### config.mk
export PLATFORM = sky130hd
export DESIGN_NAME = stream_pattern_replace_flat
export DESIGN_NICKNAME = d
export VERILOG_FILES = /design/src/rtl/core/srp_pkg.sv /design/src/rtl/core/srp_in_if.sv /design/src/rtl/core/srp_out_if.sv /design/src/rtl/core/srp_step.sv /design/src/rtl/core/srp_burst.sv /design/src/rtl/core/stream_pattern_replace.sv /design/src/flat_wrapper.sv
export SDC_FILE = /design/constraint.sdc
export NUM_CORES = 1
export LEC_CHECK = 0
export ABC_AREA = 1
export ABC_CLOCK_PERIOD_IN_PS = 3200
export BUFFER_PORTS_ARGS = -buffer_cell sky130_fd_sc_hd__buf_2
export CELL_PAD_IN_SITES_DETAIL_PLACEMENT = 1
export CELL_PAD_IN_SITES_GLOBAL_PLACEMENT = 1
export CORE_MARGIN = 2
export CORE_UTILIZATION = 30
export DETAILED_ROUTE_END_ITERATION = 10
export HOLD_SLACK_MARGIN = 0.05
export PLACE_DENSITY_LB_ADDON = 0.15
export SLEW_MARGIN = 40
export SYNTH_ARGS = -nofsm -noshare
export SYNTH_HDL_FRONTEND = slang
export SYNTH_HIERARCHICAL = 1
export SYNTH_SLANG_ARGS = --single-unit
### constraint.sdc
create_clock -name clk -period 3.2 [get_ports clk]
set_input_delay 0.96 -clock clk [delete_from_list [all_inputs] [get_ports clk]]
set_output_delay 0.96 -clock clk [all_outputs]
set_load 0.005 [all_outputs]
### src/rtl/core/srp_pkg.sv
// shared types and constants of the stream pattern replace block
// no dependencies
package srp_pkg;

    localparam int PATTERN_MAX     = 8;
    localparam int REPLACEMENT_MAX = 8;
    localparam int MAX_RESULTS     = (PATTERN_MAX > REPLACEMENT_MAX) ? PATTERN_MAX
                                                                    : REPLACEMENT_MAX;
    localparam int CFG_W     = 64;
    localparam int LEN_W     = 4;
    localparam int IDX_W     = 2;
    localparam int CNT_W     = $clog2(MAX_RESULTS + 1);
    localparam int WIN_CNT_W = (PATTERN_MAX > 1) ? $clog2(PATTERN_MAX) : 1;

    typedef logic [7:0] byte_t;

    typedef enum logic [IDX_W-1:0] {
        REG_PATTERN_BYTES      = 2'd0,
        REG_PATTERN_LENGTH     = 2'd1,
        REG_REPLACEMENT_BYTES  = 2'd2,
        REG_REPLACEMENT_LENGTH = 2'd3
    } cfg_reg_t;

    typedef struct packed {
        logic [CFG_W-1:0] pattern_bytes;
        logic [LEN_W-1:0] pattern_length;
        logic [CFG_W-1:0] replacement_bytes;
        logic [LEN_W-1:0] replacement_length;
    } cfg_t;

    // results of one item, first result in entry 0
    typedef struct packed {
        byte_t [MAX_RESULTS-1:0] bytes;
        logic  [CNT_W-1:0]       count;
        logic                    last;
        logic                    empty;
    } burst_t;

endpackage

### src/rtl/core/srp_in_if.sv
// input channel of the stream pattern replace block: one text byte per item
// depends on srp_pkg
interface srp_in_if;
    import srp_pkg::*;

    logic  valid;
    logic  ready;
    byte_t in_byte;
    logic  in_last;

    modport source (output valid, output in_byte, output in_last, input ready);
    modport sink   (input valid, input in_byte, input in_last, output ready);
    modport mon    (input valid, input in_byte, input in_last, input ready);
endinterface

### src/rtl/core/srp_out_if.sv
// output channel of the stream pattern replace block: one result byte per item
// depends on srp_pkg
interface srp_out_if;
    import srp_pkg::*;

    logic  valid;
    logic  ready;
    byte_t out_byte;
    logic  out_valid;
    logic  out_last;

    modport source (output valid, output out_byte, output out_valid, output out_last,
                    input ready);
    modport sink   (input valid, input out_byte, input out_valid, input out_last,
                    output ready);
    modport mon    (input valid, input out_byte, input out_valid, input out_last,
                    input ready);
endinterface

### src/rtl/core/srp_step.sv
// per-item match logic: appends a byte to the window, finds the match state,
// builds the results of the item and the next window; depends on srp_pkg
module srp_step
    import srp_pkg::*;
(
    input  cfg_t                        cfg,
    input  byte_t [PATTERN_MAX-1:0]     win_bytes,
    input  logic  [WIN_CNT_W-1:0]       win_count,
    input  byte_t                       in_byte,
    input  logic                        in_last,
    output burst_t                      burst,
    output byte_t [PATTERN_MAX-1:0]     win_bytes_next,
    output logic  [WIN_CNT_W-1:0]       win_count_next
);

    logic  [LEN_W-1:0]           pat_len;
    logic  [LEN_W-1:0]           rep_len;
    logic  [LEN_W-1:0]           len_l;
    logic  [LEN_W-1:0]           k_sel;
    byte_t [PATTERN_MAX-1:0]     pat;
    byte_t [PATTERN_MAX-1:0]     seq;
    logic  [PATTERN_MAX-1:0]     match_at;
    logic                        full;

    // saturated lengths and pattern lanes
    always_comb
    begin
        pat_len = (cfg.pattern_length > LEN_W'(PATTERN_MAX)) ? LEN_W'(PATTERN_MAX)
                                                              : cfg.pattern_length;
        rep_len = (cfg.replacement_length > LEN_W'(REPLACEMENT_MAX))
                  ? LEN_W'(REPLACEMENT_MAX) : cfg.replacement_length;
        for (int i = 0; i < PATTERN_MAX; i++)
        begin
            pat[i] = cfg.pattern_bytes[i*8 +: 8];
        end
    end

    // window with the new byte appended
    always_comb
    begin
        len_l = LEN_W'(win_count) + LEN_W'(1);
        for (int i = 0; i < PATTERN_MAX; i++)
        begin
            if (LEN_W'(i) < LEN_W'(win_count))
            begin
                seq[i] = win_bytes[i];
            end
            else
            begin
                seq[i] = in_byte;
            end
        end
    end

    // match_at[k]: the tail from position k is a prefix of the pattern
    always_comb
    begin
        for (int k = 0; k < PATTERN_MAX; k++)
        begin
            match_at[k] = 1'b1;
            for (int j = 0; j < PATTERN_MAX; j++)
            begin
                if (k + j < PATTERN_MAX)
                begin
                    if ((LEN_W'(k + j) < len_l) && (seq[k + j] != pat[j]))
                    begin
                        match_at[k] = 1'b0;
                    end
                end
            end
        end
        // first surviving tail; the empty tail always survives
        k_sel = len_l;
        for (int k = PATTERN_MAX - 1; k >= 0; k--)
        begin
            if ((LEN_W'(k) < len_l) && match_at[k])
            begin
                k_sel = LEN_W'(k);
            end
        end
        full = match_at[0] && (len_l == pat_len);
    end

    always_comb
    begin
        burst.last     = in_last;
        burst.empty    = 1'b0;
        burst.count    = '0;
        win_count_next = '0;
        for (int i = 0; i < MAX_RESULTS; i++)
        begin
            if (i < PATTERN_MAX)
            begin
                burst.bytes[i] = seq[i];
            end
            else
            begin
                burst.bytes[i] = '0;
            end
        end
        win_bytes_next = seq;

        if (pat_len == '0)
        begin
            burst.bytes[0] = in_byte;
            burst.count    = CNT_W'(1);
        end
        else if (full)
        begin
            for (int i = 0; i < MAX_RESULTS; i++)
            begin
                if (i < REPLACEMENT_MAX && i < CFG_W / 8)
                begin
                    burst.bytes[i] = cfg.replacement_bytes[i*8 +: 8];
                end
            end
            burst.count = CNT_W'(rep_len);
        end
        else if (in_last)
        begin
            // flush the whole window
            burst.count = CNT_W'(len_l);
        end
        else
        begin
            burst.count    = CNT_W'(k_sel);
            win_count_next = WIN_CNT_W'(len_l - k_sel);
            for (int i = 0; i < PATTERN_MAX; i++)
            begin
                for (int k = 0; k < PATTERN_MAX; k++)
                begin
                    if ((LEN_W'(k) == k_sel) && (i + k < PATTERN_MAX))
                    begin
                        win_bytes_next[i] = seq[i + k];
                    end
                end
            end
        end

        // end of text with nothing to give: empty marker
        if (in_last && (burst.count == '0))
        begin
            burst.count    = CNT_W'(1);
            burst.empty    = 1'b1;
            burst.bytes[0] = '0;
        end
    end

endmodule

### src/rtl/core/srp_burst.sv
// result register: holds the results of one item and hands them out one per cycle while the output is ready
// depends on srp_pkg and srp_out_if
module srp_burst
    import srp_pkg::*;
(
    input  logic             clk,
    input  logic             rst_n,
    input  logic             load,
    input  burst_t           load_burst,
    output logic             can_load,
    srp_out_if.source        out_ch
);

    burst_t burst_reg;
    burst_t burst_next;
    logic   pop;

    assign pop      = out_ch.valid && out_ch.ready;
    assign can_load = (burst_reg.count == '0) || ((burst_reg.count == CNT_W'(1)) && pop);

    always_comb
    begin
        burst_next = burst_reg;
        if (pop)
        begin
            for (int i = 0; i < MAX_RESULTS - 1; i++)
            begin
                burst_next.bytes[i] = burst_reg.bytes[i + 1];
            end
            burst_next.count = burst_reg.count - CNT_W'(1);
        end
        if (load)
        begin
            burst_next = load_burst;
        end
    end

    always_ff @(posedge clk or negedge rst_n)
    begin
        if (!rst_n)
        begin
            burst_reg <= '0;
        end
        else
        begin
            burst_reg <= burst_next;
        end
    end

    assign out_ch.valid     = (burst_reg.count != '0);
    assign out_ch.out_byte  = burst_reg.bytes[0];
    assign out_ch.out_valid = !burst_reg.empty;
    assign out_ch.out_last  = burst_reg.last && (burst_reg.count == CNT_W'(1));

endmodule

### src/rtl/core/stream_pattern_replace.sv
// stream pattern replace: an input item passes the input register, then the result register,
// on its way to its first result item; throughput one input item per cycle while each item
// gives at most one result and the output is ready; an item that gives n > 1 results
// stalls the input while the result register hands them out
// reset: window empty and all configuration registers zero at once, no clearing pass
// depends on srp_pkg, srp_in_if, srp_out_if, srp_step, srp_burst
module stream_pattern_replace
    import srp_pkg::*;
(
    input  logic              clk,
    input  logic              rst_n,
    input  logic              cfg_we,
    input  logic [IDX_W-1:0]  cfg_index,
    input  logic [CFG_W-1:0]  cfg_data,
    srp_in_if.sink            in_ch,
    srp_out_if.source         out_ch
);

    // configuration registers
    cfg_t                     cfg_reg;

    // input register: one item waiting for the match logic
    logic                     s1_valid_reg;
    byte_t                    s1_byte_reg;
    logic                     s1_last_reg;

    // pending window, always a proper prefix of the pattern
    byte_t [PATTERN_MAX-1:0]  win_bytes_reg;
    byte_t [PATTERN_MAX-1:0]  win_bytes_next;
    logic  [WIN_CNT_W-1:0]    win_count_reg;
    logic  [WIN_CNT_W-1:0]    win_count_next;

    burst_t                   step_burst;
    logic                     can_load;
    logic                     advance;

    // the held item moves on once the result register is free or frees up now
    assign advance     = s1_valid_reg && can_load;
    assign in_ch.ready = !s1_valid_reg || advance;

    // configuration writes; any write empties the window
    always_ff @(posedge clk or negedge rst_n)
    begin
        if (!rst_n)
        begin
            cfg_reg <= '0;
        end
        else if (cfg_we)
        begin
            case (cfg_reg_t'(cfg_index))
                REG_PATTERN_BYTES:      cfg_reg.pattern_bytes      <= cfg_data;
                REG_PATTERN_LENGTH:     cfg_reg.pattern_length     <= cfg_data[LEN_W-1:0];
                REG_REPLACEMENT_BYTES:  cfg_reg.replacement_bytes  <= cfg_data;
                REG_REPLACEMENT_LENGTH: cfg_reg.replacement_length <= cfg_data[LEN_W-1:0];
                default:                cfg_reg                    <= cfg_reg;
            endcase
        end
    end

    // input register control
    always_ff @(posedge clk or negedge rst_n)
    begin
        if (!rst_n)
        begin
            s1_valid_reg <= 1'b0;
        end
        else if (in_ch.ready)
        begin
            s1_valid_reg <= in_ch.valid;
        end
    end

    // input register payload
    always_ff @(posedge clk)
    begin
        if (in_ch.ready && in_ch.valid)
        begin
            s1_byte_reg <= in_ch.in_byte;
            s1_last_reg <= in_ch.in_last;
        end
    end

    // window count
    always_ff @(posedge clk or negedge rst_n)
    begin
        if (!rst_n)
        begin
            win_count_reg <= '0;
        end
        else if (cfg_we)
        begin
            win_count_reg <= '0;
        end
        else if (advance)
        begin
            win_count_reg <= win_count_next;
        end
    end

    // window bytes; entries past the count are never read
    always_ff @(posedge clk)
    begin
        if (advance)
        begin
            win_bytes_reg <= win_bytes_next;
        end
    end

    // match, replace and flush for the held item
    srp_step u_step (
        .cfg            (cfg_reg),
        .win_bytes      (win_bytes_reg),
        .win_count      (win_count_reg),
        .in_byte        (s1_byte_reg),
        .in_last        (s1_last_reg),
        .burst          (step_burst),
        .win_bytes_next (win_bytes_next),
        .win_count_next (win_count_next)
    );

    // result register, drained one item per cycle while the output is ready
    srp_burst u_burst (
        .clk        (clk),
        .rst_n      (rst_n),
        .load       (advance),
        .load_burst (step_burst),
        .can_load   (can_load),
        .out_ch     (out_ch)
    );

endmodule

### src/flat_wrapper.sv
// flat-port wrapper written by rule: the top's interface ports become plain ports
module stream_pattern_replace_flat import srp_pkg::*;
  (clk, rst_n, cfg_we, cfg_index, cfg_data, in_ch_valid, in_ch_in_byte, in_ch_in_last, in_ch_ready, out_ch_valid, out_ch_out_byte, out_ch_out_valid, out_ch_out_last, out_ch_ready);
  srp_in_if in_ch_i ();
  srp_out_if out_ch_i ();
  input  logic clk;
  input  logic rst_n;
  input  logic cfg_we;
  input  logic [IDX_W-1:0] cfg_index;
  input  logic [CFG_W-1:0] cfg_data;
  input wire logic [$bits(in_ch_i.valid)-1:0] in_ch_valid;
  input wire logic [$bits(in_ch_i.in_byte)-1:0] in_ch_in_byte;
  input wire logic [$bits(in_ch_i.in_last)-1:0] in_ch_in_last;
  output wire logic [$bits(in_ch_i.ready)-1:0] in_ch_ready;
  output wire logic [$bits(out_ch_i.valid)-1:0] out_ch_valid;
  output wire logic [$bits(out_ch_i.out_byte)-1:0] out_ch_out_byte;
  output wire logic [$bits(out_ch_i.out_valid)-1:0] out_ch_out_valid;
  output wire logic [$bits(out_ch_i.out_last)-1:0] out_ch_out_last;
  input wire logic [$bits(out_ch_i.ready)-1:0] out_ch_ready;
  assign in_ch_i.valid = in_ch_valid;
  assign in_ch_i.in_byte = in_ch_in_byte;
  assign in_ch_i.in_last = in_ch_in_last;
  assign in_ch_ready = in_ch_i.ready;
  assign out_ch_valid = out_ch_i.valid;
  assign out_ch_out_byte = out_ch_i.out_byte;
  assign out_ch_out_valid = out_ch_i.out_valid;
  assign out_ch_out_last = out_ch_i.out_last;
  assign out_ch_i.ready = out_ch_ready;
  stream_pattern_replace u_core (.clk(clk), .rst_n(rst_n), .cfg_we(cfg_we), .cfg_index(cfg_index), .cfg_data(cfg_data), .in_ch(in_ch_i), .out_ch(out_ch_i));
endmodule
# Word-level counts from Yosys, hierarchy flattened
# Cells that the tools add are included.
# totals
input_bits	80
output_inout_bits	12
word_cells	258
register_bits	275
# classes
eq_ne	48
add_sub_neg	3
n_reduce_logical	66
n_lt_le_gt_ge	17
n_mux	98
# op_table
op	n
!= test 8 bit	36
2-to-1 mux 8 bit	35
2-to-1 mux 56 bit	4
2-to-1 mux 64 bit	1
2-to-1 mux 62 bit	1
2-to-1 mux 60 bit	1
logical AND 1 bit	51
2-to-1 mux 4 bit	12
2-to-1 mux 1 bit	37
2-to-1 mux 12 bit	2
equality test 3 x 4 -> 1 bit (first input constant)	4
< comparator 3 x 4 -> 1 bit (first input constant)	4
2-to-1 mux 3 bit	5
zero test 4 bit	3
< comparator 3 bit (first input constant)	3
equality test 2 x 4 -> 1 bit (first input constant)	2
greater-than comparator 4 bit (second input constant)	2
< comparator 1 x 4 -> 1 bit (first input constant)	2
< comparator 2 x 4 -> 1 bit (first input constant)	2
AND reduction 2 bit	4
< comparator 1 x 3 -> 1 bit (first input constant)	2
< comparator 2 x 3 -> 1 bit (first input constant)	2
adder 3 x 1 -> 4 bit (second input constant)	1
equality test 1 x 4 -> 1 bit (first input constant)	1
11 further kinds	15

# Depth between registers and ports, before layout
# Gate-level depths: netlist (run 1).
# depth
depth_word	25
depth_mapped	33

# Modules after synthesis
# Netlist (run 1), hierarchy kept.
# by_module_without_submodules
mod	cells_each	area_per_inst_um2	instances
srp_step	2243	10254.8	1
stream_pattern_replace	697	7916.3	1
srp_burst	514	3599.7	1

# Least setup slack after synthesis (run 1)
# No wires, ideal clock.
# synth_timing
path_kind	input to register
start	input port out_ch_ready
end	register u_core/u_burst/burst_reg[22] (netlist name)
n_path_buf	2
t_arrival_ns	3.434
path_slack_ns	-0.350
path_stages	9
setup_ns	0.116
path_cell_list	inv_1 o21ai_0 nand2_1 inv_1 inv_2 buf_2 buf_2 nand3_1 nand2_1
# synth_between
elab_chain_cells	5
elab_cells_between_ends	6
# synth_rtl
item	line	rtl
from (decl)	flat_wrapper.sv:19	input wire logic [$bits(out_ch_i.ready)-1:0] out_ch_ready;
logical AND 1 bit (*)	srp_burst.sv:18	assign pop = out_ch.valid && out_ch.ready;
logical AND 1 bit (*)	srp_burst.sv:19	assign can_load = (burst_reg.count == '0) || ((burst_reg.count == CNT_W'(1)) && pop);
logical OR 1 bit (*)	srp_burst.sv:19	
named net u_core.can_load	stream_pattern_replace.sv:34	logic can_load;
logical AND 1 bit (*)	stream_pattern_replace.sv:38	assign advance = s1_valid_reg && can_load;
named net u_core.advance	stream_pattern_replace.sv:35	logic advance;
2-to-1 mux 62 bit or nonzero test 2 bit (tied branches)	--	
to (signal assigned)	srp_burst.sv:46	burst_reg <= burst_next;
to (decl)	srp_burst.sv:14	burst_t burst_reg;
# The timed path passes the listed nets; every way through them passes the cells marked *.
# A chain may end at the register's enable or synchronous reset.

==> metrics.md, run 1 <==
| Metric | Value |
|---|---|
| Startpoint types | `flip-flop` |
| GRT Overall Usage | `0.370` |
| Max reg flops | `approximately 140` |
| Critical path type | `flip-flop to flip-flop` |
| DRT Wirelength | `between 100000 and 150000 um` |
| VDD IR max | `~0.00087 V` |
| TritonCTS clock tree | `yes` |
| Largest net degree at the start of global routing | `81` |
| Worst setup path endpoint | `u_core/win_bytes_reg[29]$_DFFE_PP_` |
| Switching share of power | `0.472` |
| Final setup fails | `128` |
| Psw | `0.0110 W` |
| Nets | `4268` |
| Vias/cell | `5.45` |
| Relative slew slack | `0.482` |
| Yosys warnings | `6` |
| Crit path DAT | `4.37 ns` |
| Vias in the first global route | `~29000` |
| Failing checks | `negative setup slack` |
| Final WS setup | `-0.841 ns` |
| Grt ovf | `0` |
| Area delta synth->final | `54.4%` |
| RR Endpoint | `u_core/win_bytes_reg[29]$_DFFE_PP_` |
| Die Wd | `272 um` |
| Syn_nets | `around 3500` |
| Clock power share | `0.190` |
| Status | `finished with violations` |
| DRC | `0` |
| Mapped Area | `between 0.02 and 0.025 mm2` |
| Clock latency on the worst-skew pair | `about 0.59 ns` |
| ANT nets after route | `0` |
| Pwr per Cell Area | `between 700 and 800 mW/mm2` |
| Post-route minimum period | `between 4 and 5 ns` |
| Cts bufs inserted | `38` |
| Max Freq | `247 MHz` |
| R2R Setup Slk | `-0.84 ns` |
| I/O Buffers | `91` |
| Mean Syn Cell Area | `6.25 um2` |
| DRT Pass-1 Iters | `5` |
| RSZ-0062 raised after global routing | `yes` |
| # clock sinks | `about 280` |
| Path depth of the worst reg2reg path | `29` |
| Placed wire-length estimate | `roughly 110000 um` |
| Critical path's most frequent cell | `nand2_4` |
| Critical Path Source | `u_core/win_count_reg[1]$_DFFE_PN0P_` |
| Clock slew at reported path FFs | `0.06 ns` |
| Endpoints failing hold | `0` |
| Core area | `around 0.071 mm2` |
| # fillers | `approximately 9000` |
| WHS | `around 0.38 ns` |
| MaxCap Viol Count | `0` |
| Ports | `92` |
| Worst min path class | `input pin to async pin` |
| Leak Pwr | `16.7 nW` |
| First-pass GRT wire length | `about 200000 um` |
| 1st-iter DRT viols | `approximately 2400` |
| CTS root buf | `clkbuf_16` |
| Portion of total power attributed to sequential cells | `0.239` |
| Wire per inst | `~27 um` |
| Worst Clk Skew | `approximately 0.021 ns` |
| Core Rows | `98` |
| Clock Path Buffers | `3` |
| H-Tree Depth | `2` |
| Worst Max-Slew Pin Slew | `between 0.7 and 0.8 ns` |
| Max incr delay on CP | `about 0.44 ns` |
| Int Power | `0.0124 W` |
| Combinational share of power | `0.570` |
| FF-to-FF Start | `u_core/win_count_reg[1]$_DFFE_PN0P_` |
| Req. time, crit path | `between 3 and 4 ns` |
| Worst Setup End Kind | `flip-flop` |
| Overall Power | `roughly 0.023 W` |
| Slew Limit Fails | `0` |
| Initial antenna violation count | `1` |
| Crit share post-route | `1.26` |
| Die ar. | `~0.074 mm2` |
| Mapped Cells | `3438` |
| Crit path max fanout | `8` |
| Die Ht | `around 270 um` |
| Worst path slowest cell | `dfrtp_2` |
| Starting Density | `0.302` |
| Share of layout cells above drive strength 1 | `0.339` |
| GPL Wtd Cong | `roughly 1.0` |
| DR vias | `between 20000 and 30000` |
[power groups by stage]
stage / Combinational, W / Sequential (W) / Clock, W
6_report: 0.0134 / 0.00561 / 0.00445
5_1_grt: 0.0142 / 0.00570 / 0.00465
4_1_cts: 0.0125 / 0.00557 / 0.00453
3_5_place_dp: 0.0118 / 0.00560 / 0
3_3_place_gp: 0.0117 / 0.00557 / 0
2_1_floorplan: 0.00565 / 0.00536 / 0
[worst max-delay path, delay by kind of cell (launching register included)]
| kind | cells | cell delay (ns) |
|---|---|---|
| simple gates | 15 | 1.57 |
| compound gates | 3 | 0.26 |
| buf+inv | 11 | 1.49 |
| flops | 1 | 0.44 |
[cells in the final DEF, fill, tap and decap left out, types with 89 or more instances in the layout]
cell type,n
nand2_1,1442
nand3_1,249
o21ai_0,109
buf_4,654
nand4_1,126
nand2_2,116
nor2_1,149
inv_1,183
dfrtp_1,208
buf_2,89
[stage by stage]
stage,setup slack (ns),cell area (um2),TNS [ns],cells,utilization
6_report,-0.841,33100,-76.85,5163,0.466
5_1_grt,-0.968,33100,-90.28,5162,0.466
4_1_cts,-0.721,31300,-70.13,5108,0.440
3_5_place_dp,-1.31,28000,-118.35,4962,0.394
3_3_place_gp,-1.37,28000,-120.08,4962,0.394
2_1_floorplan,0.00204,21500,0,3438,-
[how the worst min path moves through the flow]
stage	to	slack [ns]	cells past startpoint
2_1_floorplan	u_core/cfg_reg[73]$_DFFE_PN0P_	0.44	2
3_3_place_gp	u_core/cfg_reg[45]$_DFFE_PN0P_	0.45	2
3_5_place_dp	u_core/u_burst/burst_reg[67]$_DFFE_PN0P_	0.46	2
4_1_cts	u_core/win_count_reg[2]$_DFFE_PN0P_	0.42	1
5_1_grt	u_core/u_burst/out_ch.out_byte[1]$_DFFE_PN0P_	0.43	1
6_report	u_core/u_burst/out_ch.out_byte[1]$_DFFE_PN0P_	0.38	1
[cell type report]
type	count	area (um2)	share of cell area
sequential	275	7210	0.218
timing repair buffer	926	8510	0.257
clock buffer	59	1130	0.0342
multi-input combinational	2723	14100	0.426
tap	950	1190	0.0359
clock inverter	10	128	0.00385
inverter	218	866	0.0261
antenna	2	5.00	0.000151
[layer usage]
layer,vias up,track usage,part of all wire
li1,12600,-,-
met1,14000,0.488,0.42
met2,1175,0.590,0.45
met3,392,0.0445,0.066
met4,0,0.204,0.072
met5,-,0,0
[what timing repair did]
item,4_1_cts,5_1_grt
cloned,13,8
endpoints found under the hold margin,0,0
buffers inserted,65,49
resized for setup,319,372
pin swaps,66,133
hold buffers,0,0
endpoints found under the setup margin,128,128
Note: power is estimated with default switching activity, not from simulation.
==> run 2: changes to the inputs <==
HOLD_SLACK_MARGIN = default   (was 0.05)
RECOVER_POWER = 50   (was default)
==> metrics.md, run 2 (synthesized netlist as in run 1, its figures left out) <==
| Metric | Value |
|---|---|
| Die Wd | `272 um (unchanged)` |
| Share of layout cells above drive strength 1 | `0.339 (unchanged)` |
| Req. time, crit path | `3.53 ns (about the same)` |
| Clock latency on the worst-skew pair | `0.59 ns (about the same)` |
| Core area | `0.0711 mm2 (unchanged)` |
| GPL Wtd Cong | `1.03 (unchanged)` |
| Die Ht | `272 um (unchanged)` |
| Hold_buf cts | `0 (unchanged)` |
| Overall Power | `0.0234 W (about the same)` |
| DRC | `0 (unchanged)` |
| RR Endpoint | `u_core/win_bytes_reg[29]$_DFFE_PP_` |
| RSZ-0062 raised after global routing | `yes` |
| Worst Setup End Kind | `flip-flop` |
| Vias/cell | `5.49 (+0.60%)` |
| Hold path startpoint | `u_core/cfg_reg[52]$_DFFE_PN0P_` |
| Finished Core Util | `0.465 (-0.000844)` |
| Post-DP Area | `0.0280 mm2 (unchanged)` |
| Final WS setup | `-0.883 ns (-0.0424 ns)` |
| CTS root buf | `clkbuf_16` |
| Path depth of the worst reg2reg path | `29 (unchanged)` |
| Starting Density | `0.302 (unchanged)` |
| MaxCap Viol Count | `1 (+1)` |
| DRT Pass-1 Iters | `5 (unchanged)` |
| Initial antenna violation count | `1 (unchanged)` |
| Failing checks | `max-capacitance violations, max-slew violations, negative setup slack` |
| DR vias | `28300 (+0.60%)` |
| Core Rows | `98 (unchanged)` |
| Worst path slowest cell | `dfrtp_2` |
| Wire per inst | `27.4 um (about the same)` |
| Worst Max-Slew Pin Slew | `2.37 ns (+1.59 ns)` |
| Max reg flops | `136 (unchanged)` |
| Leak Pwr | `16.7 nW (-0.12%)` |
| Hold Path Cell Cnt | `2` |
| I/O Buffers | `91 (unchanged)` |
| Post-route minimum period | `4.08 ns (+0.0424 ns)` |
| Worst Clk Skew | `0.0240 ns (+0.00248 ns)` |
| First-pass GRT wire length | `200000 um (unchanged)` |
| Grt ovf | `0 (unchanged)` |
| Crit path max fanout | `8 (unchanged)` |
| Largest net degree at the start of global routing | `81 (unchanged)` |
| Pwr per Cell Area | `707 mW/mm2 (+0.11%)` |
| Max Freq | `245 MHz (-1.0%)` |
| Cts bufs inserted | `38 (unchanged)` |
| Ports | `92 (unchanged)` |
| TritonCTS clock tree | `yes` |
| Setup TNS | `-78.91 ns (-2.06 ns)` |
| Most frequent cells in the layout | `1442 x nand2_1, 651 x buf_4, 249 x nand3_1, 208 x dfrtp_1, 183 x inv_1` |
| Slew Limit Fails | `81 (+81)` |
| ANT nets after route | `0 (unchanged)` |
| Crit path DAT | `4.41 ns (+0.04 ns)` |
| Relative slew slack | `-0.581 (-1.06)` |
| VDD IR max | `0.000866 V (-0.49%)` |
| Crit share post-route | `1.28 (+0.0132)` |
| # clock sinks | `275 (unchanged)` |
| GRT Overall Usage | `0.370 (unchanged)` |
| Worst min path class | `flip-flop to flip-flop` |
| Critical path type | `flip-flop to flip-flop` |
| Vias in the first global route | `28700 (unchanged)` |
| R2R Setup Slk | `-0.88 ns (-0.04 ns)` |
| Most common cell after layout, fill and taps aside | `nand2_1` |
| Final setup fails | `128 (unchanged)` |
| FF-to-FF Start | `u_core/win_count_reg[1]$_DFFE_PN0P_` |
| Max incr delay on CP | `0.45 ns (about the same)` |
| Clock slew at reported path FFs | `0.06 ns (about the same)` |
| Die ar. | `0.0737 mm2 (unchanged)` |
| DRT Wirelength | `142000 um (about the same)` |
| Status | `finished with violations` |
| Startpoint types | `flip-flop` |
| Endpoints failing hold | `0 (unchanged)` |
| Hold worst-path end | `u_core/cfg_reg[52]$_DFFE_PN0P_` |
| H-Tree Depth | `2 (unchanged)` |
| Nets | `4268 (unchanged)` |
| Clock Path Buffers | `3 (unchanged)` |
| Critical path's most frequent cell | `nand2_4` |
| Final Cell Area | `0.0331 mm2 (-0.18%)` |
| Placed wire-length estimate | `105000 um (unchanged)` |
| Area delta synth->final | `54.1%` |
| 1st-iter DRT viols | `2451 (+3.9%)` |
==> run 2: changes by cell type in the layout (fill, tap and decap cells not counted) <==
cell,before,now
buf_12,81,78
clkbuf_4,0,1
buf_4,654,651
buf_8,12,11
clkbuf_2,0,6
==> run 2: critical path: cells and delay by family (launching register included) <==
kind | cells | cell delay (ns)
flops | 1 | 0.45
compound gates | 3 | 0.26
buf+inv | 11 | 1.49
simple gates | 15 | 1.60
==> run 2: stage by stage <==
step                      hold slack (ns)  setup slack, ns  instances
after floorplan                     0.437          0.00204       3438
after global placement              0.453            -1.37       4962
after CTS                           0.417           -0.721       5108
final                               0.475           -0.883       5163
after detailed placement            0.457            -1.31       4962
after global routing                0.503           -0.968       5162
==> run 2: where the power goes <==
part	switching, W	internal [W]	leakage, nW	total, W
clock	0.00190	0.00254	0.615	0.00444
combinational	0.00841	0.00494	12.8	0.0134
sequential	0.000722	0.00488	3.25	0.00561
==> run 2: worst max-delay path by stage <==
stage | from | endpoint | depth (start not counted)
after floorplan | u_core/win_count_reg[1]$_DFFE_PN0P_ | u_core/win_count_reg[2]$_DFFE_PN0P_ | 25
after global placement | u_core/win_count_reg[1]$_DFFE_PN0P_ | u_core/u_burst/out_ch.out_byte[7]$_DFFE_PN0P_ | 24
after detailed placement | u_core/win_count_reg[1]$_DFFE_PN0P_ | u_core/u_burst/out_ch.out_byte[7]$_DFFE_PN0P_ | 24
after CTS | u_core/win_count_reg[1]$_DFFE_PN0P_ | u_core/u_burst/out_ch.out_byte[7]$_DFFE_PN0P_ | 27
after global routing | u_core/win_count_reg[1]$_DFFE_PN0P_ | u_core/win_bytes_reg[12]$_DFFE_PP_ | 25
final | u_core/win_count_reg[1]$_DFFE_PN0P_ | u_core/win_bytes_reg[29]$_DFFE_PP_ | 29
==> run 2: area by class of cell <==
class	count	area, um2
fillers	9072	38000
multi-input cells	2723	14100
repair buffers	926	8450
flip-flops and latches	275	7210
well taps	950	1190
clock buffers	59	1130
inverters	218	866
clock inverters	10	128
diodes	2	5.00
==> run 2: layer usage <==
layer,part of all wire,track usage,wire length (um),vias up
met5,0,0,0,-
met4,0.073,0.204,10300,0
met3,0.067,0.0445,9530,416
met2,0.44,0.590,62900,1225
met1,0.42,0.488,58800,14100
li1,-,-,-,12600
==> run 2: what timing repair did <==
item | CTS | global route
setup buffers | 65 | 49
cloned | 13 | 8
setup endpoints to repair | 128 | 128
gates resized for setup | 319 | 372
pin swaps | 66 | 133
